### src/hw/rtl/subleq_pkg.sv
// Shared types, constants and the microcode ROM for the SUBLEQ processor.
// No dependencies; every other file but subleq_processor_test_pkg imports this package.
package subleq_pkg;

    localparam int MEM_DEPTH_DEF = 32768;   // words; must be a power of two
    localparam int WORD_W        = 16;
    localparam int LOAD_ADDR_W   = 15;
    localparam int CHAR_W        = 8;

    localparam logic [WORD_W-1:0] NEG_ONE = 16'hFFFF;

    // microcode step addresses
    typedef enum logic [3:0] {
        U_CLR,
        U_DISP,
        U_LOAD,
        U_HALT,
        U_FA,
        U_FB,
        U_FC,
        U_DEC,
        U_IN,
        U_OUT,
        U_RDB,
        U_WR
    } t_upc;

    typedef enum logic [1:0] {
        MEM_NONE,
        MEM_READ,
        MEM_WRITE
    } t_mem_op;

    typedef enum logic [2:0] {
        AS_PC,
        AS_PC1,
        AS_PC2,
        AS_A,
        AS_B,
        AS_LOAD,
        AS_CLR
    } t_addr_sel;

    typedef enum logic [1:0] {
        WD_ZERO,
        WD_LOAD,
        WD_INPUT,
        WD_DIFF
    } t_wd_sel;

    typedef enum logic [2:0] {
        LT_NONE,
        LT_A,
        LT_B,
        LT_C,
        LT_MA
    } t_latch;

    typedef enum logic [2:0] {
        ACT_NONE,
        ACT_CLR_INC,
        ACT_LOAD_DONE,
        ACT_HALT_DONE,
        ACT_IN_DONE,
        ACT_OUT_DONE,
        ACT_SUB_DONE
    } t_act;

    typedef enum logic [1:0] {
        J_GOTO,
        J_DISPATCH,
        J_DECODE,
        J_CLR
    } t_jcond;

    typedef struct packed {
        t_mem_op   mem_op;
        t_addr_sel addr_sel;
        t_wd_sel   wd_sel;
        t_latch    latch;
        t_act      act;
        t_jcond    jcond;
        t_upc      target;
    } t_uword;

    // datapath status seen by the sequencer
    typedef struct packed {
        logic accept;
        logic req_load;
        logic halted;
        logic a_neg1;
        logic b_neg1;
        logic clr_last;
        logic hold;
    } t_seq_stat;

    function automatic t_uword rom_word(input t_upc upc);
        t_uword w;
        w = '{MEM_NONE, AS_PC, WD_ZERO, LT_NONE, ACT_NONE, J_GOTO, U_DISP};
        case (upc)
            U_CLR:  w = '{MEM_WRITE, AS_CLR,  WD_ZERO,  LT_NONE, ACT_CLR_INC,   J_CLR,      U_DISP};
            U_DISP: w = '{MEM_NONE,  AS_PC,   WD_ZERO,  LT_NONE, ACT_NONE,      J_DISPATCH, U_DISP};
            U_LOAD: w = '{MEM_WRITE, AS_LOAD, WD_LOAD,  LT_NONE, ACT_LOAD_DONE, J_GOTO,     U_DISP};
            U_HALT: w = '{MEM_NONE,  AS_PC,   WD_ZERO,  LT_NONE, ACT_HALT_DONE, J_GOTO,     U_DISP};
            U_FA:   w = '{MEM_READ,  AS_PC,   WD_ZERO,  LT_NONE, ACT_NONE,      J_GOTO,     U_FB};
            U_FB:   w = '{MEM_READ,  AS_PC1,  WD_ZERO,  LT_A,    ACT_NONE,      J_GOTO,     U_FC};
            U_FC:   w = '{MEM_READ,  AS_PC2,  WD_ZERO,  LT_B,    ACT_NONE,      J_GOTO,     U_DEC};
            U_DEC:  w = '{MEM_READ,  AS_A,    WD_ZERO,  LT_C,    ACT_NONE,      J_DECODE,   U_RDB};
            U_IN:   w = '{MEM_WRITE, AS_B,    WD_INPUT, LT_NONE, ACT_IN_DONE,   J_GOTO,     U_DISP};
            U_OUT:  w = '{MEM_NONE,  AS_PC,   WD_ZERO,  LT_NONE, ACT_OUT_DONE,  J_GOTO,     U_DISP};
            U_RDB:  w = '{MEM_READ,  AS_B,    WD_ZERO,  LT_MA,   ACT_NONE,      J_GOTO,     U_WR};
            U_WR:   w = '{MEM_WRITE, AS_B,    WD_DIFF,  LT_NONE, ACT_SUB_DONE,  J_GOTO,     U_DISP};
            default: w = '{MEM_NONE, AS_PC,   WD_ZERO,  LT_NONE, ACT_NONE,      J_GOTO,     U_DISP};
        endcase
        return w;
    endfunction

endpackage

### src/hw/rtl/subleq_seq.sv
// Microcode sequencer: step counter, control ROM lookup and jump logic.
// Depends on subleq_pkg.
module subleq_seq (
    input  logic                  i_clk,
    input  logic                  i_rst_n,
    input  subleq_pkg::t_seq_stat i_stat,
    output subleq_pkg::t_uword    o_uword
);
    import subleq_pkg::*;

    t_upc   r_upc;
    t_upc   n_upc;
    t_uword uw;

    assign uw      = rom_word(r_upc);
    assign o_uword = uw;

    always_comb begin
        n_upc = r_upc;
        if (!i_stat.hold) begin
            case (uw.jcond)
                J_GOTO: n_upc = uw.target;
                J_DISPATCH: begin
                    if (i_stat.accept) begin
                        if (i_stat.req_load)
                            n_upc = U_LOAD;
                        else if (i_stat.halted)
                            n_upc = U_HALT;
                        else
                            n_upc = U_FA;
                    end
                end
                J_DECODE: begin
                    if (i_stat.a_neg1)
                        n_upc = U_IN;
                    else if (i_stat.b_neg1)
                        n_upc = U_OUT;
                    else
                        n_upc = uw.target;
                end
                J_CLR: begin
                    if (i_stat.clr_last)
                        n_upc = uw.target;
                end
                default: n_upc = U_DISP;
            endcase
        end
    end

    always_ff @(posedge i_clk) begin
        if (!i_rst_n)
            r_upc <= U_CLR;
        else
            r_upc <= n_upc;
    end

endmodule

### config.mk
export PLATFORM = sky130hd
export DESIGN_NAME = subleq_seq
export DESIGN_NICKNAME = d
export VERILOG_FILES = /design/src/hw/rtl/subleq_pkg.sv /design/src/hw/rtl/subleq_seq.sv
export SDC_FILE = /design/constraint.sdc
export NUM_CORES = 1
export LEC_CHECK = 0
export BUFFER_PORTS_ARGS = -buffer_cell sky130_fd_sc_hd__buf_2
export CAP_MARGIN = 20
export CELL_PAD_IN_SITES_DETAIL_PLACEMENT = 0
export CELL_PAD_IN_SITES_GLOBAL_PLACEMENT = 1
export CORE_ASPECT_RATIO = 0.6
export CORE_UTILIZATION = 41
export CTS_CLUSTER_DIAMETER = 120
export DETAILED_ROUTE_END_ITERATION = 10
export HOLD_SLACK_MARGIN = 0.06
export PLACE_DENSITY = 0.84
export SYNTH_ARGS = -nofsm -noshare
export SYNTH_HDL_FRONTEND = slang
export SYNTH_SLANG_ARGS = --single-unit
export TNS_END_PERCENT = 50
### constraint.sdc
create_clock -name i_clk -period 8 [get_ports i_clk]
set_input_delay 0.8 -clock i_clk [delete_from_list [all_inputs] [get_ports i_clk]]
set_output_delay 0.8 -clock i_clk [all_outputs]
set_load 0.03 [all_outputs]
==> flow_summary.json, run 1 <==
{
  "crit_path_start_kind": "flip-flop",
  "crit_chain": "inv_1 > ha_1 > nor2b_4 > or3_1 > a221o_1 > inv_2 > ha_1 > inv_1 > or4_4 > nand2_1",
  "post-route-drc-count": 0,
  "clock_latency_ns": 0.26,
  "ys_ff_latch": 23,
  "synthMuxAreaShare_pct": 4.20,
  "vias_per_cell": 5.19,
  "r2r_start": "o_uword[5]",
  "tns_ns": 0,
  "reg2reg_to": "o_uword[17]",
  "antenna_found_initial": 0,
  "wirelength_um": 2190,
  "yosysWarnings": 0,
  "syn_inst": 104,
  "ant_nets": 0,
  "cts_hold_buf": 0,
  "rows": 13,
  "grt_pass1_wl_um": 3670,
  "outcome": "completed",
  "stdcell_area_um2": 1270,
  "avgSynthCellArea_um2": 10.3,
  "cts_tree": "yes",
  "area_growth_pct": 18.3,
  "cts_buffer_depth": 2,
  "fin_cells": 163,
  "fp.dieW_um": 68.1,
  "design.die.area_um2": 2830,
  "cp.arrival_ns": 3.02,
  "startpoint": "o_uword[5]",
  "critPathKind": "flip-flop to flip-flop",
  "h-tree-depth": 1,
  "dp_hpwl_um": 1660,
  "yosys.area_share.simple_pct": 17.6,
  "ys_seq_area_share_pct": 42.9,
  "r2r_cells": 10,
  "period_share_pct": 35.2,
  "fmax_ghz": 0.355,
  "vias": 846,
  "dpl-instance-area_um2": 1220,
  "ir_drop_mv": 0.185,
  "cts-root-buf": "clkbuf_8",
  "insertedDiodeCount": 0,
  "max_slew_margin_pct": 51.3,
  "ys_types": 34,
  "die_h_um": 41.6,
  "cp_max_fo": 7,
  "syn-cell-area_um2": 1070,
  "worst_slew_pin_slew_ns": 0.730,
  "cts_buffers": 3,
  "first_pass_iters": 4,
  "place_congestion": 0.830,
  "drtIter0Drc": 54,
  "drv_cap": 0,
  "cts_resized": 0,
  "synth_fa_ha_area_share_pct": 11.7,
  "placedCellCount": 159,
  "cts_setup_buffers": 0,
  "synth-xor-area-share_pct": 0,
  "min_period_ns": 2.82,
  "crit_end": "o_uword[17]",
  "power.density_nw_per_um2": 364,
  "async_flop_share_pct": 0,
  "io_pins": 28,
  "drive_above_1_share_pct": 33.1,
  "synth-edff-count": 0,
  "critical-path-slowest-cell": "or4_4",
  "clkSlewWorstSetupHoldPaths_ns": 0.08,
  "grt_pass1_vias": 746,
  "synth_compound_area_share_pct": 17.4,
  "grt_max_degree": 17,
  "synth_flop_cell": "dfxtp_1",
  "worst_ep_required_time_ns": 8.20,
  "final_common_cell": "buf_2",
  "rsz0062_at_grt": "no",
  "routedWlPerCell_um": 13.4,
  "leakage_nw": 0.609,
  "grt_usage_pct": 17.4,
  "start_util_pct": 46.5,
  "fin_ws_ns": 5.18,
  "r2r_setup_slack_ns": 5.18,
  "portBuffers": 27,
  "crit_path_end_kind": "flip-flop",
  "synth_top_family_by_area": "simple AND/OR/NAND/NOR gates",
  "slowest_delay_ns": 0.54,
  "grt-ovfl-total": 0,
  "core_um2": 2310,
  "fin_nets": 153,
  "hold_violations": 0,
  "synth_fp_nets": 123,
  "hold_slack_ns": 0.544,
  "final_cell_mix": "buf_2 (27), dfxtp_1 (23), inv_1 (11)",
  "setup_viol": 0,
  "clock_skew_ns": 0.00437,
  "cts_sinks": 23,
  "hp-class": "flip-flop to flip-flop",
  "maxSlewViolCount": 0,
  "dp_slack_ns": 5.01
}
[state kept, by name (all words and copies together) (netlist names)]
name	flops
r_upc	4
o_uword	19
[synthesized netlist by cell type (2+ instances only)]
cell type,instances,area share (%)
o32ai_1,2,1.6
a21oi_1,4,1.9
nor2_1,6,2.1
a32o_1,2,1.9
nand2_1,4,1.4
nor2b_1,2,1.2
dfxtp_1,23,43
nor3_1,6,2.8
buf_6,2,2.1
ha_1,10,12
inv_1,11,3.8
o21ai_0,4,1.9
mux2i_1,2,1.9
nand3_1,4,1.9
nor3b_1,2,1.4
nor2b_4,2,2.6
[how the worst min path moves through the flow]
stage / start / slack (ns) / end / cells after the start
6_report: r_upc[0] / 0.54 / r_upc[0] / 1
5_1_grt: r_upc[0] / 0.56 / r_upc[0] / 1
4_1_cts: r_upc[0] / 0.54 / r_upc[0] / 1
3_5_place_dp: r_upc[0] / 0.53 / r_upc[0] / 1
3_3_place_gp: r_upc[0] / 0.48 / r_upc[0] / 1
2_1_floorplan: r_upc[0] / 0.47 / r_upc[0] / 1
[stage by stage]
step                      utilization, %  total power, W
after global routing                55.0        0.000494
after CTS                           55.0        0.000464
after floorplan                        -        0.000340
after global placement              53.0        0.000391
final                               55.0        0.000463
after detailed placement            53.0        0.000393
[kinds of logic (layout without fill, tap and decap cells)]
kind of cell / after synthesis / count (layout)
flip-flops: 23 / 23
buffers and inverters: 14 / 43
AND/OR/NAND/NOR: 32 / 32
adder cells (fa/ha/maj): 10 / 10
multiplexers: 4 / 4
AO/OA/AOI/OAI: 21 / 21
[worst max-delay path: cells and delay by family, from the launching register on]
family	cells	cell delay [ns]
AND/OR/NAND/NOR	4	1.20
buffers and inverters	3	0.27
adder cells (fa/ha/maj)	2	0.40
AO/OA/AOI/OAI	1	0.51
flip-flops	1	0.37
[report_power, final]
group | internal, W | total (W) | switching (W) | leakage [nW]
Sequential | 0.000146 | 0.000158 | 0.0000123 | 0.189
Clock | 0.0000348 | 0.0000714 | 0.0000366 | 0.0255
Combinational | 0.0000821 | 0.000233 | 0.000151 | 0.395
Total | 0.000263 | 0.000463 | 0.000200 | 0.609
[area by class of cell]
cell class	count	area (um2)
inverter	12	45.0
timing repair buffer	27	135
clock buffer	3	41.3
tap	30	37.5
multi-input combinational	67	546
fill	230	1040
clock inverter	1	5.00
sequential	23	460
[layer usage]
layer,up-vias,routed length [um],GRT usage [%]
met5,-,0,0
met4,0,0,1.25
met3,0,163,6.59
met2,32,844,22.4
met1,392,1180,27.9
li1,422,-,-
Power figures use the tool's default switching activity.
==> run 2, diff against run 1 <==
--- a/config.mk
+++ b/config.mk
@@ -5,16 +5,17 @@
 export SDC_FILE = /design/constraint.sdc
 export NUM_CORES = 1
 export LEC_CHECK = 0
+export ABC_AREA = 1
 export BUFFER_PORTS_ARGS = -buffer_cell sky130_fd_sc_hd__buf_2
 export CAP_MARGIN = 20
 export CELL_PAD_IN_SITES_DETAIL_PLACEMENT = 0
 export CELL_PAD_IN_SITES_GLOBAL_PLACEMENT = 1
 export CORE_ASPECT_RATIO = 0.6
-export CORE_UTILIZATION = 41
+export CORE_UTILIZATION = 37
 export CTS_CLUSTER_DIAMETER = 120
 export DETAILED_ROUTE_END_ITERATION = 10
 export HOLD_SLACK_MARGIN = 0.06
-export PLACE_DENSITY = 0.84
+export PLACE_DENSITY = 0.8
 export SYNTH_ARGS = -nofsm -noshare
 export SYNTH_HDL_FRONTEND = slang
 export SYNTH_SLANG_ARGS = --single-unit
==> constraint.sdc (replaced) <==
create_clock -name i_clk -period 2.7 [get_ports i_clk]
set_input_delay 0.27 -clock i_clk [delete_from_list [all_inputs] [get_ports i_clk]]
set_output_delay 0.27 -clock i_clk [all_outputs]
set_load 0.03 [all_outputs]
==> run 2 against run 1 <==
Clock power increased to 3.0 times the previous value. Via count up 3.4%. Die area rose by 11%. Sequential share of layout area down 0.67 points. First-iteration DRC count down 26%. Count of clock-buffer cells in the layout stayed put. Sequential cell count did not move. Final area grew 1.9%. Critical endpoint is now o_uword[13]. Combinational power rose to 3.3 times the previous value. Register-to-register slack got worse by 4.6 ns. Total power rose to 3.2 times the previous value. Largest cell class unchanged. Global-route usage down 2.1 points.
==> flow_summary.json, run 2 <==
{
  "place_congestion": 0.799,
  "clock_latency_ns": 0.27,
  "hold_slack_ns": 0.387,
  "cts_setup_buffers": 0,
  "grt_max_degree": 14,
  "setup_viol": 0,
  "drv_cap": 0,
  "leakage_nw": 0.778,
  "critPathKind": "flip-flop to flip-flop",
  "rsz0062_at_grt": "no",
  "grt_usage_pct": 15.3,
  "ant_nets": 0,
  "final_util_pct": 48.9,
  "cts-root-buf": "clkbuf_8",
  "final_common_cell": "nand2_1",
  "portBuffers": 27,
  "fin_nets": 183,
  "cts_tree": "yes",
  "drive_above_1_share_pct": 29.4,
  "worst_ep_required_time_ns": 2.86,
  "min_period_ns": 2.12,
  "final_cell_mix": "nand2_1 (30), inv_1 (27), buf_2 (27)",
  "cp_max_fo": 8,
  "core_um2": 2650,
  "dp_hpwl_um": 1700,
  "hold_violations": 0,
  "crit_top_cell": "inv_1",
  "crit_buf_inv": 4,
  "syn_inst": 134,
  "stdcell_area_um2": 1290,
  "antenna_found_initial": 0,
  "synth.top_cells.by_count": "nand2_1 (30), inv_1 (27), dfxtp_1 (23)",
  "cts_sinks": 23,
  "tns_ns": 0,
  "clock_skew_ns": 0.00453,
  "maxSlewViolCount": 0,
  "vias_per_cell": 4.31,
  "cts_hold_buf": 0,
  "largest_reg_flops": 19,
  "routedWlPerCell_um": 10.6,
  "ys_ff_latch": 23,
  "power.density_nw_per_um2": 1130,
  "yosys.area.top_type": "dfxtp_1",
  "drtIter0Drc": 40,
  "post-synth-top-count-cell": "nand2_1",
  "synth_flop_cell": "dfxtp_1",
  "grt-ovfl-total": 0,
  "synth-edff-count": 0,
  "cts_buffers": 3,
  "grt_pass1_vias": 800,
  "fmax_ghz": 0.472,
  "insertedDiodeCount": 0,
  "rows": 14,
  "vias": 875,
  "period_share_pct": 78.4,
  "yosysWarnings": 0,
  "crit_path_end_kind": "flip-flop",
  "worst_slew_pin_slew_ns": 0.312,
  "grt_pass1_wl_um": 3610,
  "slowest_delay_ns": 0.38,
  "io_pins": 28,
  "design.die.area_um2": 3160,
  "hp-class": "input port to flip-flop",
  "yosysTopAreaCellShare_pct": 42.4,
  "critical-path-slowest-cell": "dfxtp_1",
  "first_pass_iters": 4,
  "max_slew_margin_pct": 79.2,
  "async_flop_share_pct": 0,
  "cts_buffer_depth": 2,
  "die_h_um": 43.9,
  "fp.dieW_um": 71.9,
  "outcome": "completed",
  "synth_fp_nets": 153,
  "avgSynthCellArea_um2": 8.10,
  "ir_drop_mv": 0.377,
  "syn-cell-area_um2": 1080,
  "cp.arrival_ns": 2.28,
  "ys_types": 18,
  "ys_seq_area_share_pct": 42.4,
  "dpl-instance-area_um2": 1250,
  "synth_area_leaders": "dfxtp_1 (42%), ha_1 (12%), nand2_1 (10%)",
  "crit_chain": "inv_1 > ha_1 > inv_2 > o21ai_1 > nand2_1 > nor2_1 > nor2_1 > nor2_2 > inv_1 > ha_1 > nand4_1 > inv_1",
  "clkSlewWorstSetupHoldPaths_ns": 0.08,
  "path_delay_family": "adder cells",
  "wirelength_um": 2160,
  "start_util_pct": 41.0,
  "h-tree-depth": 1,
  "cts_resized": 0,
  "area_growth_pct": 19.3,
  "post-route-drc-count": 0,
  "crit_path_start_kind": "flip-flop"
}
-- run 2: path summary, 6_finish.rpt --
| kind | cells past startpoint | slack [ns] | to | start |
|---|---|---|---|---|
| setup / recovery | 12 | 0.58 | o_uword[13] | o_uword[4] |
| hold / removal | 3 | 0.39 | o_uword[6] | i_rst_n |
| setup reg to reg | 12 | 0.58 | o_uword[13] | o_uword[4] |
| hold reg to reg | 2 | 0.54 | r_upc[1] | r_upc[1] |
-- run 2: kinds of logic after synthesis --
| kind of cell | count (synthesis) | share of synthesized area, % |
|---|---|---|
| flops | 23 | 42.4 |
| simple gates | 66 | 32.1 |
| fa+ha+maj | 10 | 11.5 |
| buf+inv | 31 | 12.1 |
| compound gates | 4 | 1.85 |
-- run 2: power by group --
group	leakage, nW	internal (W)	total, W	switching [W]
Combinational	0.563	0.000228	0.000768	0.000540
Clock	0.0255	0.000103	0.000211	0.000108
Sequential	0.189	0.000444	0.000484	0.0000399
-- run 2: per-stage QoR --
step                      cells  total power (W)  setup WS [ns]
after floorplan             134          0.00109          0.581
after global placement      199          0.00125          0.664
after detailed placement    199          0.00126          0.576
after CTS                   203          0.00148          0.562
after global routing        203          0.00159          0.360
final                       203          0.00146          0.582
-- run 2: routing by layer --
layer  GRT usage, %  vias to the layer above  part of all wire, %
met3           5.81                        2                  5.1
met5              0                        -                    0
met1           21.2                      387                   54
met2           22.6                       20                   40
li1               -                      466                    -
met4           3.53                        0                 0.88
-- run 2: worst reg2reg max path: stages, from the launching register on --
cell and delay [ns]:
dfxtp_1 0.38, inv_1 0.06, ha_1 0.30, inv_2 0.07
o21ai_1 0.10, nand2_1 0.07, nor2_1 0.08, nor2_1 0.06
nor2_2 0.26, inv_1 0.14, ha_1 0.31, nand4_1 0.12
inv_1 0.06
-- run 2: cell type report --
type / instances / area (um2)
fill: 263 / 1350
clock buffer: 3 / 41.3
clock inverter: 1 / 5.00
timing repair buffer: 27 / 135
tap: 40 / 50.0
sequential: 23 / 460
multi-input combinational: 80 / 493
inverter: 29 / 109
==> run 3, diff against run 2 <==
==> constraint.sdc (replaced) <==
create_clock -name i_clk -period 2 [get_ports i_clk]
set_input_delay 0.2 -clock i_clk [delete_from_list [all_inputs] [get_ports i_clk]]
set_output_delay 0.2 -clock i_clk [all_outputs]
set_load 0.03 [all_outputs]
==> run 3 against run 2 <==
Utilization rose by 4.4 points. Register-to-register slack got worse by 0.49 ns. Hold slack got worse by 0.084 ns.
==> flow_summary.json, run 3 (synthesized netlist as in run 2, its figures left out) <==
{
  "portBuffers": 27,
  "reg2reg_to": "o_uword[18]",
  "outcome": "completed",
  "final_util_pct": 53.4,
  "start_util_pct": 41.0,
  "period_share_pct": 95.6,
  "fp.dieW_um": 71.9,
  "place_congestion": 0.771,
  "insertedDiodeCount": 0,
  "cts_tree": "yes",
  "maxSlewViolCount": 0,
  "cts_buffer_depth": 2,
  "rsz0062_at_grt": "yes",
  "worst_slew_pin_slew_ns": 0.290,
  "vias": 933,
  "min_from": "i_rst_n",
  "cp.arrival_ns": 2.08,
  "hold_slack_ns": 0.303,
  "die_h_um": 43.9,
  "clock_skew_ns": 0.00682,
  "final_common_cell": "nand2_1",
  "cts_sinks": 23,
  "hp-class": "input port to flip-flop",
  "io_pins": 28,
  "holdPathEnd": "r_upc[1]",
  "ir_drop_mv": 0.609,
  "min_period_ns": 1.91,
  "core_um2": 2650,
  "grt_pass1_vias": 792,
  "power.density_nw_per_um2": 1550,
  "largest_reg_flops": 19,
  "grt_max_degree": 14,
  "grt-ovfl-total": 0,
  "cts_hold_buf": 0,
  "max_slew_margin_pct": 80.6,
  "crit_path_end_kind": "flip-flop",
  "r2r_setup_slack_ns": 0.09,
  "cp_max_fo": 6,
  "final_cell_mix": "nand2_1 (29), buf_2 (27), inv_1 (25)",
  "seq_area_um2": 463,
  "leakage_nw": 0.814,
  "placedCellCount": 201,
  "r2r_cells": 12,
  "multi_input_area_um2": 546,
  "area_growth_pct": 30.1,
  "critPathKind": "flip-flop to flip-flop",
  "antenna_found_initial": 0,
  "post-route-drc-count": 0,
  "grt_pass1_wl_um": 3680,
  "routedWlPerCell_um": 11.6,
  "setup_viol": 0,
  "crit_path_start_kind": "flip-flop",
  "fmax_ghz": 0.523,
  "clock_latency_ns": 0.27,
  "dp_hpwl_um": 1720,
  "drive_above_1_share_pct": 39.8,
  "min_path_cells": 3,
  "rows": 14,
  "fin_nets": 191,
  "cts_buffers": 3,
  "drtIter0Drc": 59,
  "design.die.area_um2": 3160,
  "hold_violations": 0,
  "first_pass_iters": 4,
  "drv_cap": 0,
  "fin_cells": 211,
  "ant_nets": 0,
  "clkSlewWorstSetupHoldPaths_ns": 0.08,
  "worst_ep_required_time_ns": 2.17,
  "cts-root-buf": "clkbuf_8",
  "n_fill_cell": 244,
  "grt_usage_pct": 15.7,
  "wirelength_um": 2440,
  "h-tree-depth": 1,
  "r2r_start": "o_uword[4]",
  "vias_per_cell": 4.42
}
==> run 3: area by class of cell <==
cell class                 count  area share, %
clock buffer                   4           3.19
inverter                      29           7.71
multi-input combinational     80           38.7
sequential                    23           32.8
tap                           40           3.55
timing repair buffer          35           14.1
==> run 3: timing repair <==
item                       CTS  global route
resized for setup            1            14
pin swaps                    0             6
setup endpoints to repair    6            13
buffers inserted             0             6
gates cloned                 0             0
==> run 3: power by group <==
part	total [W]	switching [W]	internal, W
logic	0.00125	0.000822	0.000424
clock network	0.000287	0.000145	0.000142
registers	0.000658	0.0000539	0.000604
total	0.00219	0.00102	0.00117
==> run 3: how the worst max path moves through the flow <==
stage                           from          end  slack (ns)  cells after the start
after floorplan           o_uword[4]  o_uword[18]       0.005                     12
after detailed placement  o_uword[4]  o_uword[18]       -0.08                     12
after global placement    o_uword[4]  o_uword[18]        0.01                     12
final                     o_uword[4]  o_uword[18]        0.09                     12
after CTS                 o_uword[4]  o_uword[18]       0.007                     12
after global routing      o_uword[4]   o_uword[3]       -0.04                     13
==> run 3: critical path: stages, from the launching register on <==
cell	delay (ns)
dfxtp_2	0.33
inv_1	0.06
ha_4	0.24
inv_2	0.10
buf_4	0.12
nand3_1	0.09
nand2_2	0.10
nor2_4	0.04
nor2_4	0.18
inv_2	0.08
ha_1	0.29
nand4_1	0.11
nand2_1	0.06
==> run 3: routing by layer <==
layer	GRT usage (%)	share of wire, %
met5	0	0
met3	5.81	5.5
met1	22.8	50
met4	3.53	1.0
met2	21.9	44
==> run 3: through the flow <==
| stage | TNS, ns | area, um2 | total power (W) | worst slack, ns |
|---|---|---|---|---|
| CTS | 0 | 1320 | 0.00203 | 0.00656 |
| detailed placement | -0.196 | 1260 | 0.00173 | -0.0758 |
| global placement | 0 | 1260 | 0.00172 | 0.0144 |
| global route | -0.0871 | 1410 | 0.00234 | -0.0378 |
| floorplan | 0 | 1090 | 0.00148 | 0.00467 |
| finish | 0 | 1410 | 0.00219 | 0.0886 |
